**config.mk**
```make
export PLATFORM = sky130hd
export DESIGN_NAME = csma_ca_backoff_engine
export DESIGN_NICKNAME = d
export VERILOG_FILES = /design/src/sv/csma_pkg.sv /design/src/sv/csma_ca_backoff_engine.sv
export SDC_FILE = /design/constraint.sdc
export NUM_CORES = 1
export LEC_CHECK = 0
export BUFFER_PORTS_ARGS = -buffer_cell sky130_fd_sc_hd__buf_2
export CAP_MARGIN = 25
export CORE_MARGIN = 4
export CORE_UTILIZATION = 50
export CTS_BUF_LIST = sky130_fd_sc_hd__clkbuf_4
export CTS_CLUSTER_SIZE = 8
export DETAILED_ROUTE_END_ITERATION = 12
export PLACE_DENSITY_LB_ADDON = 0.08
export SYNTH_ARGS = -nofsm -noshare
export SYNTH_HDL_FRONTEND = slang
export SYNTH_SLANG_ARGS = --single-unit
```
**constraint.sdc**
```tcl
create_clock -name clk_i -period 3.8 [get_ports clk_i]
set_input_delay 0.76 -clock clk_i [delete_from_list [all_inputs] [get_ports clk_i]]
set_output_delay 0.76 -clock clk_i [all_outputs]
set_load 0.02 [all_outputs]
```
**src/sv/csma_pkg.sv**
```systemverilog
package csma_pkg;

  // largest backoff exponent the engine will ever use
  localparam int unsigned EXPONENT_LIMIT = 8;

  localparam int unsigned OPCODE_W     = 2;
  localparam int unsigned LEVEL_W      = 8;
  localparam int unsigned RANDOM_W     = 8;
  localparam int unsigned STATUS_W     = 3;
  localparam int unsigned PERIOD_W     = 8;
  localparam int unsigned BUSY_W       = 4;
  localparam int unsigned EXP_W        = 4;
  localparam int unsigned BACKOFFS_W   = 3;
  localparam int unsigned CFG_IDX_W    = 2;
  localparam int unsigned CFG_DATA_W   = 8;

  typedef enum logic [OPCODE_W-1:0] {
    OP_START = 2'd0,
    OP_TICK  = 2'd1,
    OP_RSSI  = 2'd2
  } opcode_e;

  typedef enum logic [STATUS_W-1:0] {
    ST_BACKOFF = 3'd0,
    ST_CHECK   = 3'd1,
    ST_GRANT   = 3'd2,
    ST_FAIL    = 3'd3,
    ST_IGNORED = 3'd4
  } status_e;

  typedef enum logic [CFG_IDX_W-1:0] {
    CFG_MIN_EXP      = 2'd0,
    CFG_MAX_EXP      = 2'd1,
    CFG_MAX_BACKOFFS = 2'd2,
    CFG_IDLE_THRESH  = 2'd3
  } cfg_idx_e;

  // clamp a configured exponent to the supported limit
  function automatic logic [EXP_W-1:0] clamp_exp(input logic [EXP_W-1:0] e);
    logic [EXP_W-1:0] r;
    r = e;
    if (int'(e) > EXPONENT_LIMIT) r = EXP_W'(EXPONENT_LIMIT);
    return r;
  endfunction

endpackage

```
**src/sv/csma_ca_backoff_engine.sv**
```systemverilog
// Unslotted CSMA-CA channel-access engine. Each input transaction is one event:
// start (begin an access attempt), tick (one backoff period elapsed) or an RSSI
// sample answering a channel-check request. Every event produces exactly one
// result transaction carrying the status, the periods still to wait, the busy
// count and the exponent in use. One event is taken per clock cycle while the
// result consumer keeps up; a stall holds the input register. An event crosses
// the input register, then the state update into the result register. The
// loop through the phase/tries/exponent/delay registers sets the rate. A start
// always restarts the attempt; ticks and samples that do not fit the current
// phase report the current state with status "ignored". Configuration is a
// plain write port (index 0 min exponent, 1 max exponent, 2 max backoffs,
// 3 idle threshold) and is to be written only while no event is in flight.
module csma_ca_backoff_engine (
  input  logic                               clk_i,
  input  logic                               rst_ni,
  // event channel
  input  logic                               in_valid_i,
  output logic                               in_ready_o,
  input  logic [csma_pkg::OPCODE_W-1:0]      opcode_i,
  input  logic [csma_pkg::LEVEL_W-1:0]       rssi_i,
  input  logic [csma_pkg::RANDOM_W-1:0]      random_bits_i,
  // result channel
  output logic                               out_valid_o,
  input  logic                               out_ready_i,
  output logic [csma_pkg::STATUS_W-1:0]      status_o,
  output logic [csma_pkg::PERIOD_W-1:0]      periods_remaining_o,
  output logic [csma_pkg::BUSY_W-1:0]        busy_count_o,
  output logic [csma_pkg::EXP_W-1:0]         exponent_now_o,
  // configuration write port
  input  logic                               cfg_we_i,
  input  logic [csma_pkg::CFG_IDX_W-1:0]     cfg_index_i,
  input  logic [csma_pkg::CFG_DATA_W-1:0]    cfg_data_i
);
  import csma_pkg::*;

  // phase of the current access attempt
  localparam logic [1:0] PHASE_IDLE    = 2'd0;
  localparam logic [1:0] PHASE_BACKOFF = 2'd1;
  localparam logic [1:0] PHASE_CHECK   = 2'd2;

  // configuration registers
  logic [EXP_W-1:0]      min_exp_q;
  logic [EXP_W-1:0]      max_exp_q;
  logic [BACKOFFS_W-1:0] max_backoffs_q;
  logic [LEVEL_W-1:0]    idle_thresh_q;

  // engine state
  logic [1:0]            phase_q, phase_d;
  logic [BUSY_W-1:0]     tries_q, tries_d;
  logic [EXP_W-1:0]      exp_q, exp_d;
  logic [PERIOD_W-1:0]   periods_q, periods_d;

  // input register stage
  logic                  s1_valid_q;
  opcode_e               s1_opcode_q;
  logic [LEVEL_W-1:0]    s1_rssi_q;
  logic [RANDOM_W-1:0]   s1_random_q;
  logic                  s1_fire;

  // result register
  logic                  out_valid_q;
  status_e               status_q, status_d;
  logic [PERIOD_W-1:0]   out_periods_q;
  logic [BUSY_W-1:0]     out_busy_q;
  logic [EXP_W-1:0]      out_exp_q;

  // datapath temporaries
  logic                  draw;
  logic [BUSY_W-1:0]     tries_inc;
  logic [EXP_W:0]        exp_up;
  logic [EXP_W-1:0]      exp_cap;
  logic [PERIOD_W:0]     mask_wide;
  logic [PERIOD_W-1:0]   delay;
  logic [PERIOD_W-1:0]   periods_dec;

  // the event stage moves on whenever the result register is free or draining
  assign s1_fire    = s1_valid_q && (!out_valid_q || out_ready_i);
  assign in_ready_o = !s1_valid_q || s1_fire;

  always_ff @(posedge clk_i or negedge rst_ni) begin
    if (!rst_ni) begin
      min_exp_q      <= EXP_W'(3);
      max_exp_q      <= EXP_W'(5);
      max_backoffs_q <= BACKOFFS_W'(4);
      idle_thresh_q  <= LEVEL_W'(128);
    end else if (cfg_we_i) begin
      unique case (cfg_idx_e'(cfg_index_i))
        CFG_MIN_EXP:      min_exp_q      <= cfg_data_i[EXP_W-1:0];
        CFG_MAX_EXP:      max_exp_q      <= cfg_data_i[EXP_W-1:0];
        CFG_MAX_BACKOFFS: max_backoffs_q <= cfg_data_i[BACKOFFS_W-1:0];
        CFG_IDLE_THRESH:  idle_thresh_q  <= cfg_data_i[LEVEL_W-1:0];
        default: ;
      endcase
    end
  end

  // capture an accepted event transaction
  always_ff @(posedge clk_i or negedge rst_ni) begin
    if (!rst_ni) begin
      s1_valid_q <= 1'b0;
    end else if (in_ready_o) begin
      s1_valid_q <= in_valid_i;
    end
  end

  always_ff @(posedge clk_i) begin
    if (in_valid_i && in_ready_o) begin
      s1_opcode_q <= opcode_e'(opcode_i);
      s1_rssi_q   <= rssi_i;
      s1_random_q <= random_bits_i;
    end
  end

  // per-event state update
  always_comb begin
    phase_d   = phase_q;
    tries_d   = tries_q;
    exp_d     = exp_q;
    periods_d = periods_q;
    status_d  = ST_IGNORED;
    draw      = 1'b0;

    tries_inc   = tries_q + 1'b1;
    exp_up      = {1'b0, exp_q} + 1'b1;
    exp_cap     = clamp_exp(max_exp_q);
    periods_dec = periods_q - 1'b1;

    unique case (s1_opcode_q)
      OP_START: begin
        tries_d = '0;
        exp_d   = clamp_exp(min_exp_q);
        draw    = 1'b1;
      end
      OP_TICK: begin
        if (phase_q == PHASE_BACKOFF) begin
          periods_d = periods_dec;
          if (periods_dec == '0) begin
            phase_d  = PHASE_CHECK;
            status_d = ST_CHECK;
          end else begin
            status_d = ST_BACKOFF;
          end
        end
      end
      OP_RSSI: begin
        if (phase_q == PHASE_CHECK) begin
          if (s1_rssi_q < idle_thresh_q) begin
            phase_d   = PHASE_IDLE;
            periods_d = '0;
            status_d  = ST_GRANT;
          end else begin
            tries_d = tries_inc;
            // a cap below the current exponent lowers it
            exp_d   = (exp_up < {1'b0, exp_cap}) ? exp_up[EXP_W-1:0] : exp_cap;
            if (tries_inc > {1'b0, max_backoffs_q}) begin
              phase_d   = PHASE_IDLE;
              periods_d = '0;
              status_d  = ST_FAIL;
            end else begin
              draw = 1'b1;
            end
          end
        end
      end
      default: ;
    endcase

    // mask of exp_d low bits; any exponent past the width gives all ones
    mask_wide = ({{PERIOD_W{1'b0}}, 1'b1} << exp_d) - 1'b1;
    delay     = s1_random_q & mask_wide[PERIOD_W-1:0];

    if (draw) begin
      periods_d = delay;
      if (delay == '0) begin
        // zero delay drawn: check the channel right away
        phase_d  = PHASE_CHECK;
        status_d = ST_CHECK;
      end else begin
        phase_d  = PHASE_BACKOFF;
        status_d = ST_BACKOFF;
      end
    end
  end

  always_ff @(posedge clk_i or negedge rst_ni) begin
    if (!rst_ni) begin
      phase_q   <= PHASE_IDLE;
      tries_q   <= '0;
      exp_q     <= '0;
      periods_q <= '0;
    end else if (s1_fire) begin
      phase_q   <= phase_d;
      tries_q   <= tries_d;
      exp_q     <= exp_d;
      periods_q <= periods_d;
    end
  end

  // result register, holds while the consumer stalls
  always_ff @(posedge clk_i or negedge rst_ni) begin
    if (!rst_ni) begin
      out_valid_q <= 1'b0;
    end else if (s1_fire) begin
      out_valid_q <= 1'b1;
    end else if (out_ready_i) begin
      out_valid_q <= 1'b0;
    end
  end

  always_ff @(posedge clk_i) begin
    if (s1_fire) begin
      status_q      <= status_d;
      out_periods_q <= periods_d;
      out_busy_q    <= tries_d;
      out_exp_q     <= exp_d;
    end
  end

  assign out_valid_o         = out_valid_q;
  assign status_o            = status_q;
  assign periods_remaining_o = out_periods_q;
  assign busy_count_o        = out_busy_q;
  assign exponent_now_o      = out_exp_q;

endmodule

```
* After elaboration in Yosys (flattened, before gate mapping)
Index checks and enable logic that the tools add are counted.
** Operators by class
- Shift-type cells :: 1
- Magnitude comparators :: 5
- Multiplexer cells :: 37
- Equality and inequality tests :: 11
- $add $sub $neg :: 4
- Bitwise logic cells :: 1
- Reduce and logical (&&, ||, !) cells :: 17
** Operator list (number)
- 8-bit two-way mux :: 5
- 4-bit two-way mux :: 7
- 8-bit zero test :: 2
- 4-bit one-hot mux with 2 select lines :: 2
- 8-bit one-hot mux with 2 select lines :: 1
- 8-bit by 1-bit subtractor with 8-bit output, second input constant :: 2
- 3-bit two-way mux :: 5
- 2-bit two-way mux :: 7
- 3-bit inequality test, second input constant :: 3
- 8-bit AND :: 1
- 2-bit equality test, second input constant :: 4
- 4-bit > comparator, second input constant :: 2
- 8-bit < comparator :: 1
- 2-bit AND reduction :: 4
- 1-bit by 4-bit left shift with 8-bit output, first input constant :: 1
- 1-bit two-way mux :: 7
- 2-bit by 1-bit equality test with 1-bit output, second input constant :: 3
- 3-bit one-hot mux with 2 select lines :: 1
- 6-bit AND reduction :: 1
- 4-bit by 1-bit adder with 5-bit output, second input constant :: 1
- 5-bit by 4-bit < comparator with 1-bit output :: 1
- 4-bit by 1-bit adder with 4-bit output, second input constant :: 1
- 4-bit by 3-bit > comparator with 1-bit output :: 1
- 2-bit zero test :: 2
- other kinds (8) :: 11
** Word-level totals
- Output and inout bits :: 21
- Register bits after elaboration :: 76
- Input port bits :: 33

* Longest topological paths before layout
Gate-level depths: netlist (run 1).
- Depth after elaboration :: 13
- Gate-level depth with buffers :: 19
- Depth with buffers taken out :: 18

* Worst setup path after synthesis (run 1)
Ideal clock, no wire load.
- Kind :: reg-to-reg
- Start :: reg exp_q[0]
- End :: reg status_q[0], in the netlist status_o[0] (data pin)
- Setup time :: 262 ps
- Data arrival time :: 3918 ps
- Cell stages (with the launch flop) :: 20
- Setup slack :: -380 ps
- Cell sequence :: dfrtp_1 -> ha_1 -> xor2_1 -> ha_1 -> a21o_1 -> and2_2 -> nor2_1 -> o21ai_0 -> a221oi_2 -> inv_2 -> nor2_1 -> nand3_1 -> ha_1 -> clkbuf_8 -> a2111o_1 -> or4_4 -> a41oi_2 -> nor4b_2 -> nand3_1 -> o21ai_0
** Between the ends
- Word-level cells in the longest chain between the ends :: 12
** Ends and longest elaborated chain
- start: declaration :: RTL line csma_ca_backoff_engine.sv:50 : logic [EXP_W-1:0] exp_q, exp_d;
- start signal: assignment :: RTL line csma_ca_backoff_engine.sv:194 : exp_q <= exp_d;
- 4-bit by 1-bit adder with 5-bit output (*) :: RTL line csma_ca_backoff_engine.sv:124 : exp_up = {1'b0, exp_q} + 1'b1;
- 5-bit by 4-bit < comparator with 1-bit output :: RTL line csma_ca_backoff_engine.sv:154 : exp_d = (exp_up < {1'b0, exp_cap}) ? exp_up[EXP_W-1:0] : exp_cap;
- 4-bit two-way mux (*) :: RTL line csma_ca_backoff_engine.sv:154
- 4-bit two-way mux (*) :: RTL line csma_ca_backoff_engine.sv:147 : if (s1_rssi_q < idle_thresh_q) begin
- 4-bit two-way mux (*) :: RTL line csma_ca_backoff_engine.sv:146 : if (phase_q == PHASE_CHECK) begin
- 4-bit one-hot mux with 2 select lines (*) :: RTL line csma_ca_backoff_engine.sv:128 : unique case (s1_opcode_q)
- named net exp_d[2] :: RTL line csma_ca_backoff_engine.sv:50
- 1-bit by 4-bit left shift with 8-bit output (*) :: RTL line csma_ca_backoff_engine.sv:169 : mask_wide = ({{PERIOD_W{1'b0}}, 1'b1} << exp_d) - 1'b1;
- 8-bit by 1-bit subtractor with 8-bit output (*) :: RTL line csma_ca_backoff_engine.sv:169
- 8-bit AND (*) :: RTL line csma_ca_backoff_engine.sv:170 : delay = s1_random_q & mask_wide[PERIOD_W-1:0];
- 8-bit zero test (*) :: RTL line csma_ca_backoff_engine.sv:174 : if (delay == '0) begin
- 1-bit two-way mux (*) :: RTL line csma_ca_backoff_engine.sv:174
- 3-bit two-way mux (*) :: RTL line csma_ca_backoff_engine.sv:172 : if (draw) begin
- named net status_d[0] :: RTL line csma_ca_backoff_engine.sv:62 : status_e status_q, status_d;
- end signal: assignment :: RTL line csma_ca_backoff_engine.sv:212 : status_q <= status_d;
- end: declaration :: RTL line csma_ca_backoff_engine.sv:62
The timed path passes the listed nets; every way through them passes the cells marked *.
A chain may end at the register's enable or synchronous reset.

* Worst setup path in the final report (run 1)
- Start :: reg exp_q[0]
- End :: reg status_q[0], in the netlist status_o[0] (data pin)
** Between the ends
- Word-level cells in the longest chain between the ends :: 12
** Ends and longest elaborated chain (RTL line)
- 4-bit by 1-bit adder with 5-bit output :: csma_ca_backoff_engine.sv:124
- 5-bit by 4-bit < comparator with 1-bit output :: csma_ca_backoff_engine.sv:154
- 4-bit two-way mux :: csma_ca_backoff_engine.sv:154
- 4-bit two-way mux :: csma_ca_backoff_engine.sv:147
- 4-bit two-way mux :: csma_ca_backoff_engine.sv:146
- 4-bit one-hot mux with 2 select lines (*) :: csma_ca_backoff_engine.sv:128
- 1-bit by 4-bit left shift with 8-bit output (*) :: csma_ca_backoff_engine.sv:169
- 8-bit by 1-bit subtractor with 8-bit output (*) :: csma_ca_backoff_engine.sv:169
- 8-bit AND (*) :: csma_ca_backoff_engine.sv:170
- 8-bit zero test (*) :: csma_ca_backoff_engine.sv:174
- 1-bit two-way mux (*) :: csma_ca_backoff_engine.sv:174
- 3-bit two-way mux (*) :: csma_ca_backoff_engine.sv:172
- named net status_d[0] :: csma_ca_backoff_engine.sv:62
Marked as above.

==> flow_metrics.env, run 1 <==
export IMPL_max_cap_violations=0
export IMPL_slew_headroom_pct=43.6
export IMPL_dieArea_um2=9740
export IMPL_synthAdderAreaFrac_pct=6.70
export IMPL_crit_required_ns=3.95
export IMPL_port_buffers=53
export IMPL_drv_slew=0
export IMPL_yosys_most_used_dff="edfxtp_1"
export IMPL_fin_skew_ns=0.0184
export IMPL_clock_sinks=76
export IMPL_yosys_area_share_simple_pct=13.5
export IMPL_num_antenna_cells=0
export IMPL_power_leakage_uw=0.00215
export IMPL_synth_top_family_by_area="compound AO/OA/AOI/OAI gates"
export IMPL_ys_ff_latch=76
export IMPL_grt_usage_pct=18.4
export IMPL_vias_per_cell=5.39
export IMPL_synth_compound_area_share_pct=14.8
export IMPL_ioPinCount=54
export IMPL_syn2layout_area_growth_pct=20.7
export IMPL_dpl_hpwl_um=6280
export IMPL_critical_path_max_stage_delay_ns=0.44
export IMPL_cts_reportedPaths_clkPinSlew_ns=0.13
export IMPL_critical_path_slowest_cell="dfrtp_1"
export IMPL_grt_max_degree=40
export IMPL_drt_iter0_drc=118
export IMPL_die_h_um=98.7
export IMPL_status="finished, violations left"
export IMPL_synth_warnings=0
export IMPL_ant_nets=0
export IMPL_hold_viol_final=0
export IMPL_fin_util_pct=63.2
export IMPL_antenna_found_initial=0
export IMPL_ys_types=68
export IMPL_drt_wl_total_um=8700
export IMPL_crit_path_max_fanout=4
export IMPL_core_area_um2=7850
export IMPL_ys_async_sr_fraction_pct=51.3
export IMPL_synthCells=362
export IMPL_start_util_pct=52.4
export IMPL_die_w_um=98.7
export IMPL_layout_cells_non_filler=554
export IMPL_place_ws_ns=-0.106
export IMPL_seq_area_frac_synth_pct=50.9
export IMPL_tns_ns=-0.268
export IMPL_clk_path_buf_depth=2
export IMPL_cp_cell_sequence="ha_4 -> xor2_2 -> ha_1 -> a21o_1 -> and2_4 -> o211ai_1 -> a211oi_2 -> or3_4 -> nor2_2 -> nand2_1 -> ha_2 -> a2111o_1 -> or4_4 -> a41oi_4 -> nor4b_2 -> nand3_1 -> o21ai_1"
export IMPL_grt_pass1_wl_um=14400
export IMPL_startpoint_type="register"
export IMPL_power_total_uw=3260
export IMPL_fmax_ghz=0.257
export IMPL_grt_pass1_vias=3028
export IMPL_hp_class="in -> async"
export IMPL_tightest_slew_ns=0.845
export IMPL_finalWorstSetupSlack_ns=-0.0902
export IMPL_setup_viol=4
export IMPL_synth_edf_count=37
export IMPL_power_density_nw_per_um2=657
export IMPL_grt_setup_unrepaired="yes"
export IMPL_fin_crit_ns=3.89
export IMPL_root_buffer="clkbuf_4"
export IMPL_route_detailed_drc=0
export IMPL_final_nets=502
export IMPL_clock_latency_ns=0.41
export IMPL_num_rows=32
export IMPL_synth_mux_area_fraction_pct=8.40
export IMPL_h_tree_depth=3
export IMPL_path_class="reg -> reg"
export IMPL_syn_nets=417
export IMPL_dr_pass1_iters=4
export IMPL_peakVddDrop_v=0.000320
export IMPL_synth_area_um2=4110
export IMPL_route_vias_total=2986
export IMPL_synth_area_per_cell_um2=11.4
export IMPL_cts_buffers=9
export IMPL_grt_overflow=0
export IMPL_dpl_cell_count=527
export IMPL_cp_arrival_ns=4.04
export IMPL_cts_tree="built"
export IMPL_violations="negative setup slack"
export IMPL_worstSetupEndpointType="register"
export IMPL_avgRoutedWirePerCell_um=15.7
export IMPL_synth_xor_area_share_pct=1.70
export IMPL_drive_gt1_share_pct=38.1
export IMPL_fin_crit_sh_pct=102
export IMPL_gp_congestion=0.825
## repair_timing
item                                    CTS  global route
gates resized for setup                   5            14
hold endpoints to repair                  0             0
buffers inserted                          5             5
cloned                                    0             0
endpoints found under the setup margin    4             8
hold buffers                              0             0
pin swaps                                 3             2
## final timing paths
kind,cells past startpoint,to,slack [ns],start
max in group asynchronous,2,min_exp_q[0]$_DFFE_PN1P_,3.21,rst_ni
setup / recovery,17,status_o[0]$_DFFE_PP_,-0.09,exp_q[0]$_DFFE_PN0P_
setup reg to reg,17,status_o[0]$_DFFE_PP_,-0.09,exp_q[0]$_DFFE_PN0P_
hold reg to reg,1,out_valid_o$_DFFE_PN0P_,0.50,s1_valid_q$_DFFE_PN0N_
min in group clk_i,1,out_valid_o$_DFFE_PN0P_,0.50,s1_valid_q$_DFFE_PN0N_
hold / removal,2,idle_thresh_q[6]$_DFFE_PN0P_,0.29,rst_ni
## logic make-up (layout without fill, tap and decap cells)
logic type,count (synthesis),in the layout
AO/OA/AOI/OAI,84,84
XOR/XNOR,8,8
adder cells (fa/ha/maj),22,22
buffers and inverters,36,126
flip-flops,76,76
multiplexers,31,31
AND/OR/NAND/NOR,105,105
## sequential cells by signal, summed over array words and instances (netlist names), 3 cells and up
| signal | count |
|---|---|
| status_o | 3 |
| busy_count_o | 4 |
| max_backoffs_q | 3 |
| s1_rssi_q | 8 |
| periods_q | 8 |
| exp_q | 4 |
| s1_random_q | 8 |
| idle_thresh_q | 8 |
| exponent_now_o | 4 |
| periods_remaining_o | 8 |
| min_exp_q | 4 |
| max_exp_q | 4 |
| tries_q | 4 |
## where the power goes
group / switching (uW) / internal (uW)
sequential: 142 / 1060
clock: 277 / 274
combinational: 798 / 702
## synthesized netlist by cell type, types with 6 or more instances
| cell type | number | area, um^2 |
|---|---|---|
| edfxtp_1 | 37 | 1110 |
| nand2b_1 | 6 | 37.5 |
| nor3_1 | 7 | 35.0 |
| nand2_1 | 34 | 128 |
| o21ai_0 | 22 | 110 |
| a21oi_1 | 18 | 90.1 |
| dfrtp_1 | 33 | 826 |
| inv_1 | 26 | 97.6 |
| nor2_1 | 15 | 56.3 |
| dfstp_2 | 6 | 158 |
| ha_1 | 22 | 275 |
| mux2_2 | 28 | 315 |
| nand3_1 | 15 | 75.1 |
## worst max-delay path: cells and delay by family, from the launching register on
family	cells	cell delay, ns
AND/OR/NAND/NOR	7	1.31
AO/OA/AOI/OAI	6	1.06
adder cells (fa/ha/maj)	3	0.66
flip-flops	1	0.44
XOR/XNOR	1	0.15
## routing by layer
metal	track usage (%)	wire length, um	vias up
met5	0	0	-
met4	5.99	71	0
met3	4.25	469	6
met2	28.9	4050	80
met1	25.4	4110	1403
li1	-	-	1497
## final cells by class
type	count	area, um^2
inverter	27	101
multi-input combinational	250	1970
sequential	76	2090
tap	102	128
clock buffer	10	75.1
timing repair buffer	83	507
clock inverter	6	88.8
fill	667	2880
## cell usage in the layout (no fill, tap or decap), types with 3 or more instances in the layout
cell,instances
mux2_2,28
xnor2_1,3
buf_2,53
a22o_1,3
o41ai_1,3
dfrtp_1,33
clkbuf_4,10
nand2b_1,6
nand3b_1,3
o21ai_2,3
nor2_1,12
o21ai_0,17
nor2b_1,4
ha_1,19
nand2_1,33
mux2i_1,3
inv_1,26
nand3_1,15
o31ai_1,4
a31oi_1,4
a22oi_1,3
edfxtp_1,37
dfstp_2,6
xor2_1,3
a21oi_1,18
nor3_1,7
buf_4,28
## metrics by stage
stage	hold WS, ns	cell area [um^2]
CTS	0.475	4840
global placement	0.477	4610
finish	0.292	4960
detailed placement	0.482	4610
global route	0.259	4960
floorplan	0.457	4140
Power figures use the tool's default switching activity.
==> inputs of run 2 (changes only) <==
--- a/config.mk
+++ b/config.mk
@@ -13,6 +13,7 @@
 export CTS_CLUSTER_SIZE = 8
 export DETAILED_ROUTE_END_ITERATION = 12
 export PLACE_DENSITY_LB_ADDON = 0.08
+export RECOVER_POWER = 100
 export SYNTH_ARGS = -nofsm -noshare
 export SYNTH_HDL_FRONTEND = slang
 export SYNTH_SLANG_ARGS = --single-unit
==> flow_metrics.env, run 2 (synthesis gave the netlist of run 1 again) <==
export IMPL_clock_latency_ns=0.41
export IMPL_p_comb_share_pct=45.7
export IMPL_ant_nets=0
export IMPL_fin_skew_ns=0.0194
export IMPL_syn2layout_area_growth_pct=19.4
export IMPL_crit_path_max_fanout=4
export IMPL_nFillCells=682
export IMPL_placed_area_um2=4610
export IMPL_setup_viol=4
export IMPL_dieArea_um2=9740
export IMPL_tightest_slew_ns=2.26
export IMPL_crit_required_ns=3.95
export IMPL_critical_path_max_stage_delay_ns=0.44
export IMPL_drive_gt1_share_pct=32.3
export IMPL_dr_pass1_iters=4
export IMPL_wl_met1_um=4110
export IMPL_dpl_cell_count=527
export IMPL_layout_common_cells="edfxtp_1, nand2_1, dfrtp_1"
export IMPL_critical_path_slowest_cell="dfrtp_1"
export IMPL_power_density_nw_per_um2=661
export IMPL_h_tree_depth=3
export IMPL_whs_ns=0.503
export IMPL_startpoint_type="register"
export IMPL_route_vias_total=3015
export IMPL_internal_power_uw=2030
export IMPL_grt_pass1_vias=3028
export IMPL_dr_wl_met3_um=478
export IMPL_cts_buffers=9
export IMPL_status="finished, violations left"
export IMPL_gp_congestion=0.825
export IMPL_grt_pass1_wl_um=14400
export IMPL_vias_per_cell=5.44
export IMPL_peakVddDrop_v=0.000318
export IMPL_fin_area_um2=4910
export IMPL_finalWorstSetupSlack_ns=-0.0854
export IMPL_swShare_pct=37.6
export IMPL_grt_setup_unrepaired="yes"
export IMPL_drt_iter0_drc=81
export IMPL_cp_cell_sequence="ha_4 -> xor2_2 -> ha_1 -> a21o_1 -> and2_4 -> o211ai_1 -> a211oi_2 -> or3_4 -> nor2_2 -> nand2_1 -> ha_2 -> a2111o_1 -> or4_4 -> a41oi_4 -> nor4b_2 -> nand3_1 -> o21ai_1"
export IMPL_die_h_um=98.7
export IMPL_p_sw_uw=1220
export IMPL_worstSetupEndpointType="register"
export IMPL_fmax_ghz=0.257
export IMPL_cp_arrival_ns=4.03
export IMPL_drv_slew=40
export IMPL_grt_overflow=0
export IMPL_num_antenna_cells=0
export IMPL_layout_commonest_cell="edfxtp_1"
export IMPL_dpl_hpwl_um=6280
export IMPL_violations="max-capacitance violations, max-slew violations, negative setup slack"
export IMPL_fin_crit_ns=3.89
export IMPL_layout_cells_non_filler=554
export IMPL_seqPwrFrac_pct=37.3
export IMPL_fin_util_pct=62.6
export IMPL_slew_headroom_pct=-50.6
export IMPL_hold_viol_final=0
export IMPL_core_area_um2=7850
export IMPL_grt_max_degree=40
export IMPL_fin_crit_sh_pct=102
export IMPL_power_leakage_uw=0.00206
export IMPL_ctsHoldBuffers=0
export IMPL_p_clk_share_pct=17.0
export IMPL_hp_class="reg -> reg"
export IMPL_final_nets=502
export IMPL_clock_sinks=76
export IMPL_drt_wl_total_um=8720
export IMPL_start_util_pct=52.4
export IMPL_route_detailed_drc=0
export IMPL_max_cap_violations=1
export IMPL_grt_usage_pct=18.4
export IMPL_clk_path_buf_depth=2
export IMPL_root_buffer="clkbuf_4"
export IMPL_top_layer="met4"
export IMPL_num_rows=32
export IMPL_cts_reportedPaths_clkPinSlew_ns=0.13
export IMPL_die_w_um=98.7
export IMPL_cts_tree="built"
export IMPL_power_total_uw=3250
export IMPL_ioPinCount=54
export IMPL_avgRoutedWirePerCell_um=15.7
export IMPL_path_class="reg -> reg"
export IMPL_port_buffers=53
export IMPL_antenna_found_initial=0
export IMPL_dr_wl_met2_um=4060
==> run 2: changes by cell type in the layout (fill, tap and decap cells not counted) <==
| cell | change |
|---|---|
| and2_0 | +1 |
| and2_1 | -1 |
| buf_12 | -1 |
| buf_2 | -23 |
| buf_4 | -2 |
| clkbuf_1 | +26 |
==> run 2: stage by stage <==
step	setup slack (ns)	setup TNS, ns
global route	-0.338	-1.46
finish	-0.0854	-0.246
detailed placement	-0.106	-0.223
global placement	-0.0107	-0.0107
floorplan	-0.0362	-0.0362
CTS	-0.0854	-0.168
==> run 2: path summary, 6_finish.rpt <==
path / startpoint / end / slack (ns) / depth (start not counted)
hold reg to reg: s1_valid_q$_DFFE_PN0N_ / out_valid_o$_DFFE_PN0P_ / 0.50 / 1
setup reg to reg: exp_q[0]$_DFFE_PN0P_ / status_o[0]$_DFFE_PP_ / -0.09 / 17
hold / removal: s1_valid_q$_DFFE_PN0N_ / out_valid_o$_DFFE_PN0P_ / 0.50 / 1
setup / recovery: exp_q[0]$_DFFE_PN0P_ / status_o[0]$_DFFE_PP_ / -0.09 / 17
min in group asynchronous: rst_ni / idle_thresh_q[6]$_DFFE_PN0P_ / 1.09 / 2
max in group asynchronous: rst_ni / phase_q[1]$_DFFE_PN0P_ / 1.40 / 2
==> run 2: final cells by class <==
cell class                      instances  area [um^2]  area share (%)
Sequential cell                        76         2090            42.6
Multi-Input combinational cell        250         1970            40.1
Timing Repair Buffer                   83          454            9.25
Tap cell                              102          128            2.60
Inverter                               27          101            2.06
Clock inverter                          6         88.8            1.81
Clock buffer                           10         75.1            1.53
==> run 2: layer usage <==
| metal | global-route usage, % | vias up |
|---|---|---|
| met5 | 0 | - |
| met3 | 4.25 | 6 |
| met1 | 25.4 | 1423 |
| met2 | 28.9 | 85 |
| met4 | 5.99 | 0 |
| li1 | - | 1501 |
==> run 2: timing repair <==
action | in CTS | in global routing
pin swaps | 3 | 2
setup endpoints to repair | 4 | 8
resized for setup | 5 | 14
buffers inserted | 5 | 5
==> run 2: power by group through the flow <==
stage | Clock (uW) | Sequential [uW] | Combinational [uW]
4_1_cts | 575 | 1200 | 1400
6_report | 552 | 1210 | 1480
2_1_floorplan | 0 | 1240 | 932
3_3_place_gp | 0 | 1220 | 1320
3_5_place_dp | 0 | 1220 | 1330
5_1_grt | 614 | 1230 | 1650
==> run 2: worst max-delay path, delay by kind of cell (launching register included) <==
kind	cells	cell delay, ns
AO/OA/AOI/OAI	6	1.06
flip-flops	1	0.44
adder cells (fa/ha/maj)	3	0.66
AND/OR/NAND/NOR	7	1.31
XOR/XNOR	1	0.15
==> inputs of run 3 (changes only) <==
--- a/config.mk
+++ b/config.mk
@@ -8,7 +8,7 @@
 export BUFFER_PORTS_ARGS = -buffer_cell sky130_fd_sc_hd__buf_2
 export CAP_MARGIN = 25
 export CORE_MARGIN = 4
-export CORE_UTILIZATION = 50
+export CORE_UTILIZATION = 48
 export CTS_BUF_LIST = sky130_fd_sc_hd__clkbuf_4
 export CTS_CLUSTER_SIZE = 8
 export DETAILED_ROUTE_END_ITERATION = 12
==> flow_metrics.env, run 3 (synthesis gave the netlist of run 1 again) <==
export IMPL_status="finished, violations left"
export IMPL_violations="negative setup slack"
export IMPL_antenna_found_initial=0
export IMPL_die_h_um=101
export IMPL_worstSetupEndpointType="register"
export IMPL_tightest_slew_ns=1.19
export IMPL_avgRoutedWirePerCell_um=16.4
export IMPL_finalWorstSetupSlack_ns=-0.208
export IMPL_h_tree_depth=3
export IMPL_use_met1_pct=26.2
export IMPL_dr_pass1_iters=5
export IMPL_busiest_layer="met2"
export IMPL_peakVddDrop_v=0.000280
export IMPL_root_buffer="clkbuf_4"
export IMPL_layout_commonest_cell="edfxtp_1"
export IMPL_layout_cells_non_filler=554
export IMPL_placed_area_um2=4610
export IMPL_grt_usage_pct=18.3
export IMPL_cp_arrival_ns=4.18
export IMPL_num_rows=33
export IMPL_setup_viol=5
export IMPL_drive_gt1_share_pct=31.6
export IMPL_final_nets=499
export IMPL_port_buffers=53
export IMPL_hold_viol_final=0
export IMPL_ioPinCount=54
export IMPL_ant_nets=0
export IMPL_holdCritStartpoint="opcode_i[0]"
export IMPL_fin_util_pct=58.6
export IMPL_syn2layout_area_growth_pct=17.7
export IMPL_multi_input_area_um2=1970
export IMPL_seqCellArea_um2=2100
export IMPL_regToRegStartpoint="exp_q[0]$_DFFE_PN0P_"
export IMPL_grt_use_met2_pct=27.7
export IMPL_crit_path_max_fanout=3
export IMPL_route_detailed_drc=0
export IMPL_fin_skew_ns=0.0183
export IMPL_grt_overflow=0
export IMPL_nFillCells=702
export IMPL_gp_congestion=0.866
export IMPL_whs_ns=0.487
export IMPL_grt_setup_unrepaired="yes"
export IMPL_dpl_hpwl_um=6440
export IMPL_clock_latency_ns=0.44
export IMPL_route_vias_total=3094
export IMPL_fmax_ghz=0.249
export IMPL_slew_headroom_pct=20.7
export IMPL_core_area_um2=8260
export IMPL_place_ws_ns=-0.167
export IMPL_dpl_cell_count=529
export IMPL_start_util_pct=49.8
export IMPL_drv_slew=0
export IMPL_clock_sinks=76
export IMPL_fin_area_um2=4840
export IMPL_hp_class="in -> reg"
export IMPL_startpoint_type="register"
export IMPL_layout_common_cells="edfxtp_1, nand2_1, dfrtp_1"
export IMPL_die_w_um=101
export IMPL_ctsHoldBuffers=0
export IMPL_fin_crit_sh_pct=105
export IMPL_clk_path_buf_depth=2
export IMPL_vias_per_cell=5.58
export IMPL_power_leakage_uw=0.00203
export IMPL_cts_tree="built"
export IMPL_path_class="reg -> reg"
export IMPL_fin_crit_ns=4.01
export IMPL_grtUsageMet3_pct=4.91
export IMPL_grt_max_degree=40
export IMPL_drt_wl_total_um=9110
export IMPL_startpoint="exp_q[0]$_DFFE_PN0P_"
export IMPL_grt_pass1_wl_um=14500
export IMPL_max_cap_violations=0
export IMPL_cts_buffers=9
export IMPL_power_density_nw_per_um2=650
export IMPL_num_antenna_cells=0
export IMPL_crit_required_ns=3.97
export IMPL_cts_reportedPaths_clkPinSlew_ns=0.13
export IMPL_drt_iter0_drc=164
export IMPL_dieArea_um2=10100
export IMPL_grt_pass1_vias=3006
## run 3: timing repair
action,in CTS,in global routing
endpoints found under the setup margin,5,7
pin swaps,2,11
resized for setup,5,15
cloned,0,0
buffers inserted,4,4
## run 3: path summary, 6_finish.rpt
path | endpoint | depth (start not counted) | slack [ns]
hold / removal | s1_opcode_q[0]$_DFFE_PP_ | 1 | 0.49
hold reg to reg | out_valid_o$_DFFE_PN0P_ | 1 | 0.52
setup / recovery | status_o[0]$_DFFE_PP_ | 18 | -0.21
min in group asynchronous | idle_thresh_q[1]$_DFFE_PN0P_ | 1 | 0.52
setup reg to reg | status_o[0]$_DFFE_PP_ | 18 | -0.21
max in group asynchronous | exp_q[2]$_DFFE_PN0P_ | 2 | 1.56
## run 3: report_power, final
group          switching [uW]  total (uW)  internal, uW
clock network             294         424           130
logic                     814        1500           688
registers                 153        1220          1070
total                    1260        3150          1880
## run 3: area by class of cell
cell class	instances	share of cell area, %
Sequential cell	76	43.3
Clock buffer	9	1.40
Clock inverter	7	0.905
Multi-Input combinational cell	250	40.8
Timing Repair Buffer	80	8.82
Inverter	27	2.09
Tap cell	105	2.72
## run 3: worst max-delay path, cell delays in order, from the launching register on
cell	delay (ns)
dfrtp_1	0.42
buf_4	0.14
nand3_2	0.09
xnor2_2	0.16
ha_1	0.35
buf_4	0.15
and2_4	0.16
o211ai_1	0.22
a211oi_2	0.12
or3_4	0.40
nor2_4	0.10
nand2_2	0.07
ha_4	0.16
a2111o_1	0.28
or4_4	0.42
a41oi_2	0.22
nor4b_2	0.09
nand3_1	0.12
o21ai_1	0.09
## run 3: per-layer routing
metal | vias up | routed length, um
met4 | 0 | 170
met1 | 1473 | 4230
met5 | - | 0
met3 | 22 | 521
met2 | 107 | 4190
li1 | 1492 | -
## run 3: per-stage QoR
step | power [uW] | TNS, ns
6_report | 3150 | -0.815
5_1_grt | 3370 | -2.04
4_1_cts | 3020 | -0.275
3_5_place_dp | 2540 | -0.464
3_3_place_gp | 2520 | 0
2_1_floorplan | 2180 | -0.0362
